--- config.mk ---
export PLATFORM = sky130hd
export DESIGN_NAME = midi_byte_stream_parser
export DESIGN_NICKNAME = d
export VERILOG_FILES = /design/src/hw/rtl/mbsp_pkg.sv /design/src/hw/rtl/mbsp_decode.sv /design/src/hw/rtl/midi_byte_stream_parser.sv
export SDC_FILE = /design/constraint.sdc
export NUM_CORES = 1
export LEC_CHECK = 0
export BUFFER_PORTS_ARGS = -buffer_cell sky130_fd_sc_hd__buf_4
export CAP_MARGIN = 20
export CORE_ASPECT_RATIO = 0.8
export CORE_UTILIZATION = 40
export DETAILED_ROUTE_END_ITERATION = 10
export GPL_TIMING_DRIVEN = 0
export PLACE_DENSITY_LB_ADDON = 0.2
export SYNTH_ARGS = -nofsm -noshare
export SYNTH_HDL_FRONTEND = slang
export SYNTH_SLANG_ARGS = --single-unit
--- constraint.sdc ---
create_clock -name clock -period 2.93 [get_ports clock]
set_clock_uncertainty 0.1 [all_clocks]
set_input_delay 0.879 -clock clock [delete_from_list [all_inputs] [get_ports clock]]
set_output_delay 0.879 -clock clock [all_outputs]
set_load 0.05 [all_outputs]
--- src/hw/rtl/mbsp_pkg.sv ---
// Shared types and constants for the MIDI byte stream parser.
// Used by mbsp_decode and midi_byte_stream_parser; depends on nothing.

package mbsp_pkg;

   // Event kinds carried on rsp_tuser
   localparam logic [2:0] KIND_NOTE_ON  = 3'd0;
   localparam logic [2:0] KIND_NOTE_OFF = 3'd1;
   localparam logic [2:0] KIND_CONTROL  = 3'd2;
   localparam logic [2:0] KIND_PROGRAM  = 3'd3;
   localparam logic [2:0] KIND_BEND     = 3'd4;
   localparam logic [2:0] KIND_CLOCK    = 3'd5;
   localparam logic [2:0] KIND_START    = 3'd6;
   localparam logic [2:0] KIND_STOP     = 3'd7;

   // Real-time bytes that bypass the parse state
   localparam logic [7:0] RT_CLOCK = 8'hF8;
   localparam logic [7:0] RT_START = 8'hFA;
   localparam logic [7:0] RT_STOP  = 8'hFC;

   // Upper nibble of the status byte
   localparam logic [3:0] TYPE_NOTE_OFF = 4'h8;
   localparam logic [3:0] TYPE_NOTE_ON  = 4'h9;
   localparam logic [3:0] TYPE_CONTROL  = 4'hB;
   localparam logic [3:0] TYPE_PROGRAM  = 4'hC;
   localparam logic [3:0] TYPE_PRESSURE = 4'hD;
   localparam logic [3:0] TYPE_BEND     = 4'hE;

   localparam logic [13:0] BEND_CENTER = 14'd8192;

   localparam int REQ_TDATA_W = 8;
   localparam int RSP_TDATA_W = 40;
   localparam int RSP_TUSER_W = 3;
   localparam int CSR_DATA_W  = 4;

   typedef struct packed {
      logic [7:0] running_status;  // zero: no status held
      logic       data_count;      // one data byte of a two-byte message held
      logic [6:0] held_first;      // meaningful only while data_count is set
   } parse_state_type;

   typedef struct packed {
      logic [2:0]         event_kind;
      logic [3:0]         channel;
      logic [6:0]         first_data;
      logic [6:0]         second_data;
      logic signed [13:0] bend_value;
      logic               channel_match;
   } event_type;

endpackage

--- src/hw/rtl/mbsp_decode.sv ---
// Combinational byte decode: next parse state and the event a byte completes.
// Depends on mbsp_pkg.

module mbsp_decode (
   input  logic [7:0]               rx_byte,
   input  logic [3:0]               listen_channel,
   input  mbsp_pkg::parse_state_type state_cur,
   output mbsp_pkg::parse_state_type state_nxt,
   output logic                     event_valid,
   output mbsp_pkg::event_type      event_out
);

   logic [3:0] rs_type;
   logic       one_byte;
   logic [6:0] d1;
   logic [6:0] d2;

   assign rs_type  = state_cur.running_status[7:4];
   assign one_byte = (rs_type inside {mbsp_pkg::TYPE_PROGRAM, mbsp_pkg::TYPE_PRESSURE});
   assign d1       = one_byte ? rx_byte[6:0] : state_cur.held_first;
   assign d2       = one_byte ? 7'd0 : rx_byte[6:0];

   always_comb begin
      state_nxt   = state_cur;
      event_valid = 1'b0;
      event_out   = '0;
      case (rx_byte)
         mbsp_pkg::RT_CLOCK: begin
            event_valid          = 1'b1;
            event_out.event_kind = mbsp_pkg::KIND_CLOCK;
         end
         mbsp_pkg::RT_START: begin
            event_valid          = 1'b1;
            event_out.event_kind = mbsp_pkg::KIND_START;
         end
         mbsp_pkg::RT_STOP: begin
            event_valid          = 1'b1;
            event_out.event_kind = mbsp_pkg::KIND_STOP;
         end
         default: begin
            if (rx_byte[7]) begin
               state_nxt.running_status = rx_byte;
               state_nxt.data_count     = 1'b0;
            end else if (state_cur.running_status != 8'd0) begin
               if (!one_byte && !state_cur.data_count) begin
                  // hold the first of two data bytes
                  state_nxt.held_first = rx_byte[6:0];
                  state_nxt.data_count = 1'b1;
               end else begin
                  state_nxt.data_count    = 1'b0;
                  event_out.channel       = state_cur.running_status[3:0];
                  event_out.first_data    = d1;
                  event_out.second_data   = d2;
                  event_out.channel_match = (state_cur.running_status[3:0] == listen_channel);
                  event_valid             = 1'b1;
                  case (rs_type)
                     mbsp_pkg::TYPE_NOTE_ON:  event_out.event_kind = mbsp_pkg::KIND_NOTE_ON;
                     mbsp_pkg::TYPE_NOTE_OFF: event_out.event_kind = mbsp_pkg::KIND_NOTE_OFF;
                     mbsp_pkg::TYPE_CONTROL:  event_out.event_kind = mbsp_pkg::KIND_CONTROL;
                     mbsp_pkg::TYPE_PROGRAM:  event_out.event_kind = mbsp_pkg::KIND_PROGRAM;
                     mbsp_pkg::TYPE_BEND: begin
                        event_out.event_kind = mbsp_pkg::KIND_BEND;
                        event_out.bend_value = $signed({d2, d1} - mbsp_pkg::BEND_CENTER);
                     end
                     default: begin
                        // channel pressure and system types complete silently
                        event_valid = 1'b0;
                        event_out   = '0;
                     end
                  endcase
               end
            end
         end
      endcase
   end

endmodule

--- src/hw/rtl/midi_byte_stream_parser.sv ---
// Top level of the serial MIDI byte stream parser with running status.
// Depends on mbsp_pkg and mbsp_decode.
//
//  channel | direction | payload
//  --------+-----------+-------------------------------------------------------
//  req     | in        | tdata[7:0] rx_byte
//  rsp     | out       | tuser[2:0] event_kind; tdata channel, first, second,
//          |           |   bend_value, channel_match (zero padded to 40 bits)
//  csr     | in        | wdata[3:0] listen_channel, always ready
//
// One byte per cycle sustained unless a stalled rsp blocks an event: a byte is
// registered on transfer, decoded against the parse state while it sits in the
// input register, and its event lands in the output register, which drives
// rsp_tvalid.
// Reset clears running_status and data_count of the parse state, listen_channel
// and both valid flags. A stalled rsp holds the output register; a byte waiting
// in the input register moves on anyway when it produces no event.

module midi_byte_stream_parser (
   input  logic        clock,
   input  logic        reset,
   input  logic        req_tvalid,
   output logic        req_tready,
   input  logic [mbsp_pkg::REQ_TDATA_W-1:0] req_tdata,   // [7:0] rx_byte
   output logic        rsp_tvalid,
   input  logic        rsp_tready,
   // [3:0] channel, [10:4] first_data, [17:11] second_data,
   // [31:18] bend_value, [32] channel_match, [39:33] zero
   output logic [mbsp_pkg::RSP_TDATA_W-1:0] rsp_tdata,
   output logic [mbsp_pkg::RSP_TUSER_W-1:0] rsp_tuser,   // [2:0] event_kind
   input  logic        csr_valid,
   output logic        csr_ready,
   input  logic [mbsp_pkg::CSR_DATA_W-1:0]  csr_wdata     // [3:0] listen_channel
);

   logic                      in_valid_ff, in_valid_in;
   logic [7:0]                in_byte_ff;
   logic                      out_valid_ff, out_valid_in;
   mbsp_pkg::event_type       out_event_ff;
   mbsp_pkg::parse_state_type state_ff, state_in;
   logic [3:0]                listen_ff;

   logic                      event_valid;
   mbsp_pkg::event_type       event_dec;
   logic                      out_free;
   logic                      advance;
   logic                      req_xfer;

   mbsp_decode u_decode (
      .rx_byte        (in_byte_ff),
      .listen_channel (listen_ff),
      .state_cur      (state_ff),
      .state_nxt      (state_in),
      .event_valid    (event_valid),
      .event_out      (event_dec)
   );

   assign out_free    = !out_valid_ff || rsp_tready;
   assign advance     = in_valid_ff && (out_free || !event_valid);
   assign req_tready  = !in_valid_ff || advance;
   assign req_xfer    = req_tvalid && req_tready;
   assign in_valid_in = req_xfer || (in_valid_ff && !advance);

   always_comb begin
      out_valid_in = out_valid_ff;
      if (out_free) begin
         out_valid_in = advance && event_valid;
      end
   end

   always_ff @(posedge clock) begin
      if (reset) begin
         in_valid_ff              <= 1'b0;
         out_valid_ff             <= 1'b0;
         state_ff.running_status  <= 8'd0;
         state_ff.data_count      <= 1'b0;
         listen_ff                <= 4'd0;
      end else begin
         in_valid_ff  <= in_valid_in;
         out_valid_ff <= out_valid_in;
         if (advance) begin
            state_ff.running_status <= state_in.running_status;
            state_ff.data_count     <= state_in.data_count;
            state_ff.held_first     <= state_in.held_first;
         end
         if (csr_valid) begin
            listen_ff <= csr_wdata;
         end
      end
   end

   // payload registers, no reset
   always_ff @(posedge clock) begin
      if (req_xfer) begin
         in_byte_ff <= req_tdata;
      end
      if (advance && event_valid && out_free) begin
         out_event_ff <= event_dec;
      end
   end

   assign csr_ready  = 1'b1;
   assign rsp_tvalid = out_valid_ff;
   assign rsp_tuser  = out_event_ff.event_kind;
   assign rsp_tdata  = {7'd0, out_event_ff.channel_match, out_event_ff.bend_value,
                        out_event_ff.second_data, out_event_ff.first_data,
                        out_event_ff.channel};

endmodule
==> results of run 1 <==
==> synthesized netlist by cell type, types with 4 or more instances <==
| cell type | instances | share of area [%] |
|---|---|---|
| nand3_1 | 4 | 0.73 |
| xnor2_1 | 5 | 1.6 |
| clkbuf_1 | 4 | 0.54 |
| edfxtp_1 | 51 | 56 |
| buf_4 | 9 | 2.5 |
| and3_1 | 9 | 2.0 |
| a21oi_1 | 4 | 0.73 |
| nor2_1 | 25 | 3.4 |
| nand2b_1 | 15 | 3.4 |
| dfxtp_1 | 15 | 11 |
| nand2_1 | 5 | 0.68 |
| and2_1 | 11 | 2.5 |
| mux2i_1 | 18 | 6.5 |
==> per-layer routing <==
metal | track usage [%] | vias up | share of wire [%]
met5 | 0 | - | 0
met1 | 21.1 | 819 | 45
met2 | 23.5 | 64 | 46
met3 | 5.89 | 8 | 7.2
li1 | - | 880 | -
met4 | 6.36 | 0 | 1.5
==> repair_timing <==
action	4_1_cts	5_1_grt
setup buffers	0	5
pin swaps	0	2
endpoints found under the setup margin	1	1
cloned	0	0
resized for setup	1	4
hold endpoints to repair	0	0
==> sequential cells by signal, indices dropped and copies added (netlist names) <==
signal and flops:
rsp_tdata 33, rsp_tuser 3, in_valid_ff 1, state_ff 16
rsp_tvalid 1, in_byte_ff 8, listen_ff 4
==> layout by cell type, fill, tap and decap left out, drive strengths merged <==
master,synthesis,routed
nand3b,2,2
a2111o,1,1
or2b,1,1
inv,2,3
o2111a,2,2
a21oi,4,4
nor3b,1,1
and4,1,1
and3,9,9
o211ai,2,2
nand4,1,1
clkbuf,4,13
o22ai,1,1
xnor2,5,5
nor2,25,25
a2111oi,1,1
and2,12,12
nor3,1,1
o32ai,1,1
o21ba,1,1
dfxtp,15,15
nand3,4,4
nor2b,2,2
buf,14,73
nor4,2,2
mux2i,18,18
clkinv,0,3
conb,2,8
bufinv,0,2
nand2,5,5
o21ai,3,3
edfxtp,51,51
nand2b,15,15
==> area by class of cell <==
type                    instances  area, sq um  area share [%]
plain buffers                  18          119            3.33
well taps                      84          105            2.94
clock buffers                   9          124            3.47
repair buffers                 59          455            12.7
inverters                       2         7.51           0.210
flip-flops and latches         66         1830            51.3
multi-input cells             128          848            23.7
clock inverters                 6         81.3            2.28
==> stage by stage <==
stage	area [sq um]	instances	setup WS, ns	hold WS, ns
after floorplan	2780	214	0.281	0.382
after global placement	3280	351	-0.308	0.407
after detailed placement	3310	352	0.300	0.413
after CTS	3530	367	0.0419	0.421
after global routing	3570	372	-0.0191	0.448
final	3570	372	0.0774	0.415
==> worst max path at each step <==
stage,end,slack (ns),depth (start not counted)
finish,req_tready,0.08,4
global route,req_tready,-0.02,4
CTS,req_tready,0.04,4
detailed placement,req_tready,0.30,4
global placement,rsp_tdata[7],-0.31,4
floorplan,rsp_tdata[0],0.28,4
==> logic make-up after synthesis <==
kind of cell / Yosys count
XOR/XNOR: 5
other: 2
buffers and inverters: 20
AO/OA/AOI/OAI: 16
multiplexers: 18
flip-flops: 66
AND/OR/NAND/NOR: 81
==> critical path: stages, from the launching register on <==
cell and delay, ns:
edfxtp_1 0.44, nand2b_4 0.20, a2111oi_4 0.44, o211ai_1 0.22, buf_4 0.23
==> power breakdown <==
part	internal (uW)	switching, uW	total (uW)
Sequential	1020	30.6	1050
Combinational	61.0	71.5	132
Clock	470	329	799
==> summary.md, run 1 <==
| Metric | Value |
|---|---|
| Status | finished clean |
| Period minus WS final | 2.85 ns |
| First-pass GRT wire length | 8430 um |
| Worst-Skew Late Latency | 0.34 ns |
| TritonCTS buffer count | 9 |
| Largest family of logic cells by synthesized area | simple AND/OR/NAND/NOR gates |
| Leakage | 0.00142 uW |
| Clock sinks | 66 |
| P per Cell Area | 555 mW/mm^2 |
| Htree depth | 3 |
| Die Y | 76.3 um |
| CTS Hold Bufs | 0 |
| Number of core rows | 26 |
| Post-synthesis sequential area ratio | 66.5% |
| Input/output buffers | 53 |
| Clock Root Buffer | clkbuf_8 |
| Utilization after layout | 54.9% |
| Setup-failing EPs final | 0 |
| Primary FF master, synth | edfxtp_1 |
| Power Total | 1990 uW |
| Crit Path Class | flip-flop to output pin |
| Avg Vias per Cell | 4.76 |
| CP endpoint kind | output pin |
| CORE AREA | 0.00651 sq mm |
| DRC | 0 |
| Total Neg Setup Slack | 0 ns |
| Simple-Gate Fraction of Synth Area | 15.8% |
| Final net count | 301 |
| Maximum clock rate | 351 MHz |
| Drt first pass iters | 4 |
| Antenna viol nets, final | 0 |
| Crit Path Max Fanout | 5 |
| Synth Area in Compound Gates | 4.77% |
| Starting Density | 42.4% |
| Wire per inst | 14.3 um |
| Max Cap Viol | 0 |
| Maximum vdd drop | 0.287 mV |
| Synth async-reset ratio | 0% |
| Fin. Hold Viols | 0 |
| Setup slack, reg-to-reg | 0.52 ns |
| Cell count after synthesis | 208 |
| Reg2Reg Depth | 6 |
| Syn Area/Cell | 13.3 sq um |
| Post-synth EDFFs | 51 |
| WP data required | 1.95 ns |
| Adder-cell share of the synthesized area | 0% |
| Die area | 0.00723 sq mm |
| Worst-margin pin slew | 0.596 ns |
| Vias in the first global route | 1,725 |
| CP Launch Type | flip-flop |
| Hold depth | 2 |
| Clock tree from TritonCTS | built |
| Worst-path clk slew | 0.06 ns |
| Arr. time, crit path | 1.87 ns |
| Ports | 63 |
| Hold Path Class | flip-flop to flip-flop |
| Overflow after GRT | 0 |
| DRT iter0 DRCs | 135 |
| Tcrit/Tclk final | 97.4% |
| Largest net degree at the start of global routing | 37 |
| Filler cell count in the final layout | 560 |
| Post-Synth XOR/XNOR Area | 1.59% |
| Synth cell types | 36 |
| WL final | 5310 um |
| Worst r2r dst | state_ff[6] |
| Syn-to-layout area delta | 29.7% |
| Reg2reg start | state_ff[13] |
| Detailed placement HPWL | 3580 um |
| Seq cells post-synth | 66 |
| Diode count | 0 |
| Start point of the worst hold path | state_ff[8] |
| Initial antenna violation count | 0 |
| Slew Viols, Final | 0 |
| Routability congestion estimate from global placement | 0.860 |
| Worst relative slew slack | 60.1% |
| Ys Warns | 0 |
| Total vias in the final route | 1,771 |
| CTS Buffer Depth | 2 |
| Critical Path Start | in_byte_ff[7] |
| Layout cells sized above 1 | 32.3% |
| Die width | 94.8 um |
| GRT Util Overall | 15.9% |
| Cell area after synthesis | 0.00276 sq mm |
| Post-synthesis mux area share | 6.54% |
| Min-Delay Endpoint | state_ff[8] |
Power figures use the tool's default switching activity.
==> run 2: changes to the inputs <==
--- a/config.mk
+++ b/config.mk
@@ -9,9 +9,11 @@
 export CAP_MARGIN = 20
 export CORE_ASPECT_RATIO = 0.8
 export CORE_UTILIZATION = 40
+export CTS_CLUSTER_DIAMETER = 200
 export DETAILED_ROUTE_END_ITERATION = 10
 export GPL_TIMING_DRIVEN = 0
 export PLACE_DENSITY_LB_ADDON = 0.2
+export RECOVER_POWER = 25
 export SYNTH_ARGS = -nofsm -noshare
 export SYNTH_HDL_FRONTEND = slang
 export SYNTH_SLANG_ARGS = --single-unit
==> summary.md, run 2 (synthesis gave the netlist of run 1 again) <==
| Metric | Value |
|---|---|
| Detailed placement HPWL | 3580 um |
| Worst relative slew slack | 60.1% |
| Die area | 0.00723 sq mm |
| Power Total | 1980 uW |
| Final net count | 301 |
| DRC | 0 |
| GRT Util Overall | 15.9% |
| Utilization after layout | 54.9% |
| Commonest cells after routing, fill and taps aside | buf_4 (58), edfxtp_1 (51), nor2_1 (24) |
| Setup slack, reg-to-reg | 0.52 ns |
| Routability congestion estimate from global placement | 0.860 |
| Arr. time, crit path | 1.87 ns |
| Die Y | 76.3 um |
| Vias in the first global route | 1,725 |
| Input/output buffers | 53 |
| Hold Path Class | flip-flop to flip-flop |
| CTS Buffer Depth | 2 |
| Slew Viols, Final | 0 |
| Layout cells sized above 1 | 31.9% |
| First-pass GRT wire length | 8430 um |
| Filler cell count in the final layout | 560 |
| Worst-margin pin slew | 0.596 ns |
| Clock sinks | 66 |
| Die width | 94.8 um |
| Commonest non-fill, non-tap cell in the layout | buf_4 |
| Leakage | 0.00142 uW |
| Max Cap Viol | 0 |
| DRT iter0 DRCs | 124 |
| Maximum clock rate | 351 MHz |
| CP Launch Type | flip-flop |
| Syn-to-layout area delta | 29.6% |
| Max reg flops | 33 |
| Drt first pass iters | 4 |
| TritonCTS buffer count | 9 |
| Avg Vias per Cell | 4.74 |
| Diode count | 0 |
| Total vias in the final route | 1,764 |
| Htree depth | 3 |
| Starting Density | 42.4% |
| Crit Path Class | flip-flop to output pin |
| Maximum vdd drop | 0.287 mV |
| Final worst slack | 0.0804 ns |
| Number of core rows | 26 |
| Fin. Hold Viols | 0 |
| P per Cell Area | 555 mW/mm^2 |
| Status | finished clean |
| Tcrit/Tclk final | 97.3% |
| CTS Hold Bufs | 0 |
| Clock Root Buffer | clkbuf_8 |
| Wire per inst | 14.3 um |
| WP data required | 1.95 ns |
| Period minus WS final | 2.85 ns |
| Clock tree from TritonCTS | built |
| Setup WS pre-CTS | 0.300 ns |
| Largest net degree at the start of global routing | 37 |
| WL final | 5310 um |
| CORE AREA | 0.00651 sq mm |
| Worst-Skew Late Latency | 0.34 ns |
| Overflow after GRT | 0 |
| Setup-failing EPs final | 0 |
| Worst-path clk slew | 0.06 ns |
| Antenna viol nets, final | 0 |
| Ports | 63 |
| Initial antenna violation count | 0 |
| CP endpoint kind | output pin |
| Crit Path Max Fanout | 5 |
## run 2: report_power, final
group          leakage, uW  internal [uW]  switching [uW]
clock network     0.000105            470             326
registers         0.000589           1020            30.4
logic             0.000725           59.8            71.5
## run 2: metrics by stage
step	instances	hold WS [ns]	TNS, ns	instance area, sq um
after floorplan	214	0.382	0	2780
after global placement	351	0.407	-11.01	3280
after detailed placement	352	0.413	0	3310
after CTS	367	0.421	0	3530
after global routing	372	0.448	-0.0191	3570
final	372	0.415	0	3570
## run 2: final timing paths
path                                    start          end  cells past startpoint
worst max-delay path            in_byte_ff[7]   req_tready                      4
worst min-delay path              state_ff[8]  state_ff[8]                      2
worst max register to register   state_ff[13]  state_ff[6]                      6
worst min register to register    state_ff[8]  state_ff[8]                      2
## run 2: critical path, cell delays in order, from the launching register on
cell,delay (ns)
edfxtp_1,0.44
nand2b_4,0.20
a2111oi_4,0.44
o211ai_1,0.22
buf_4,0.23
## run 2: timing repair
| item | CTS | global route |
|---|---|---|
| resized for setup | 1 | 4 |
| endpoints found under the setup margin | 1 | 1 |
| pin swaps | 0 | 2 |
| setup buffers | 0 | 5 |
## run 2: layout make-up
cell class,count,area [sq um],share of cell area (%)
plain buffers,18,119,3.33
clock buffers,9,124,3.47
clock inverters,6,81.3,2.28
inverters,2,7.51,0.210
multi-input cells,128,848,23.8
flip-flops and latches,66,1830,51.4
well taps,84,105,2.94
repair buffers,59,452,12.6
## run 2: routing by layer
metal	track usage, %	vias to the layer above	part of all wire, %
met4	6.36	0	1.6
met1	21.1	808	46
met3	5.89	10	7.4
li1	-	879	-
met2	23.5	67	45
met5	0	-	0
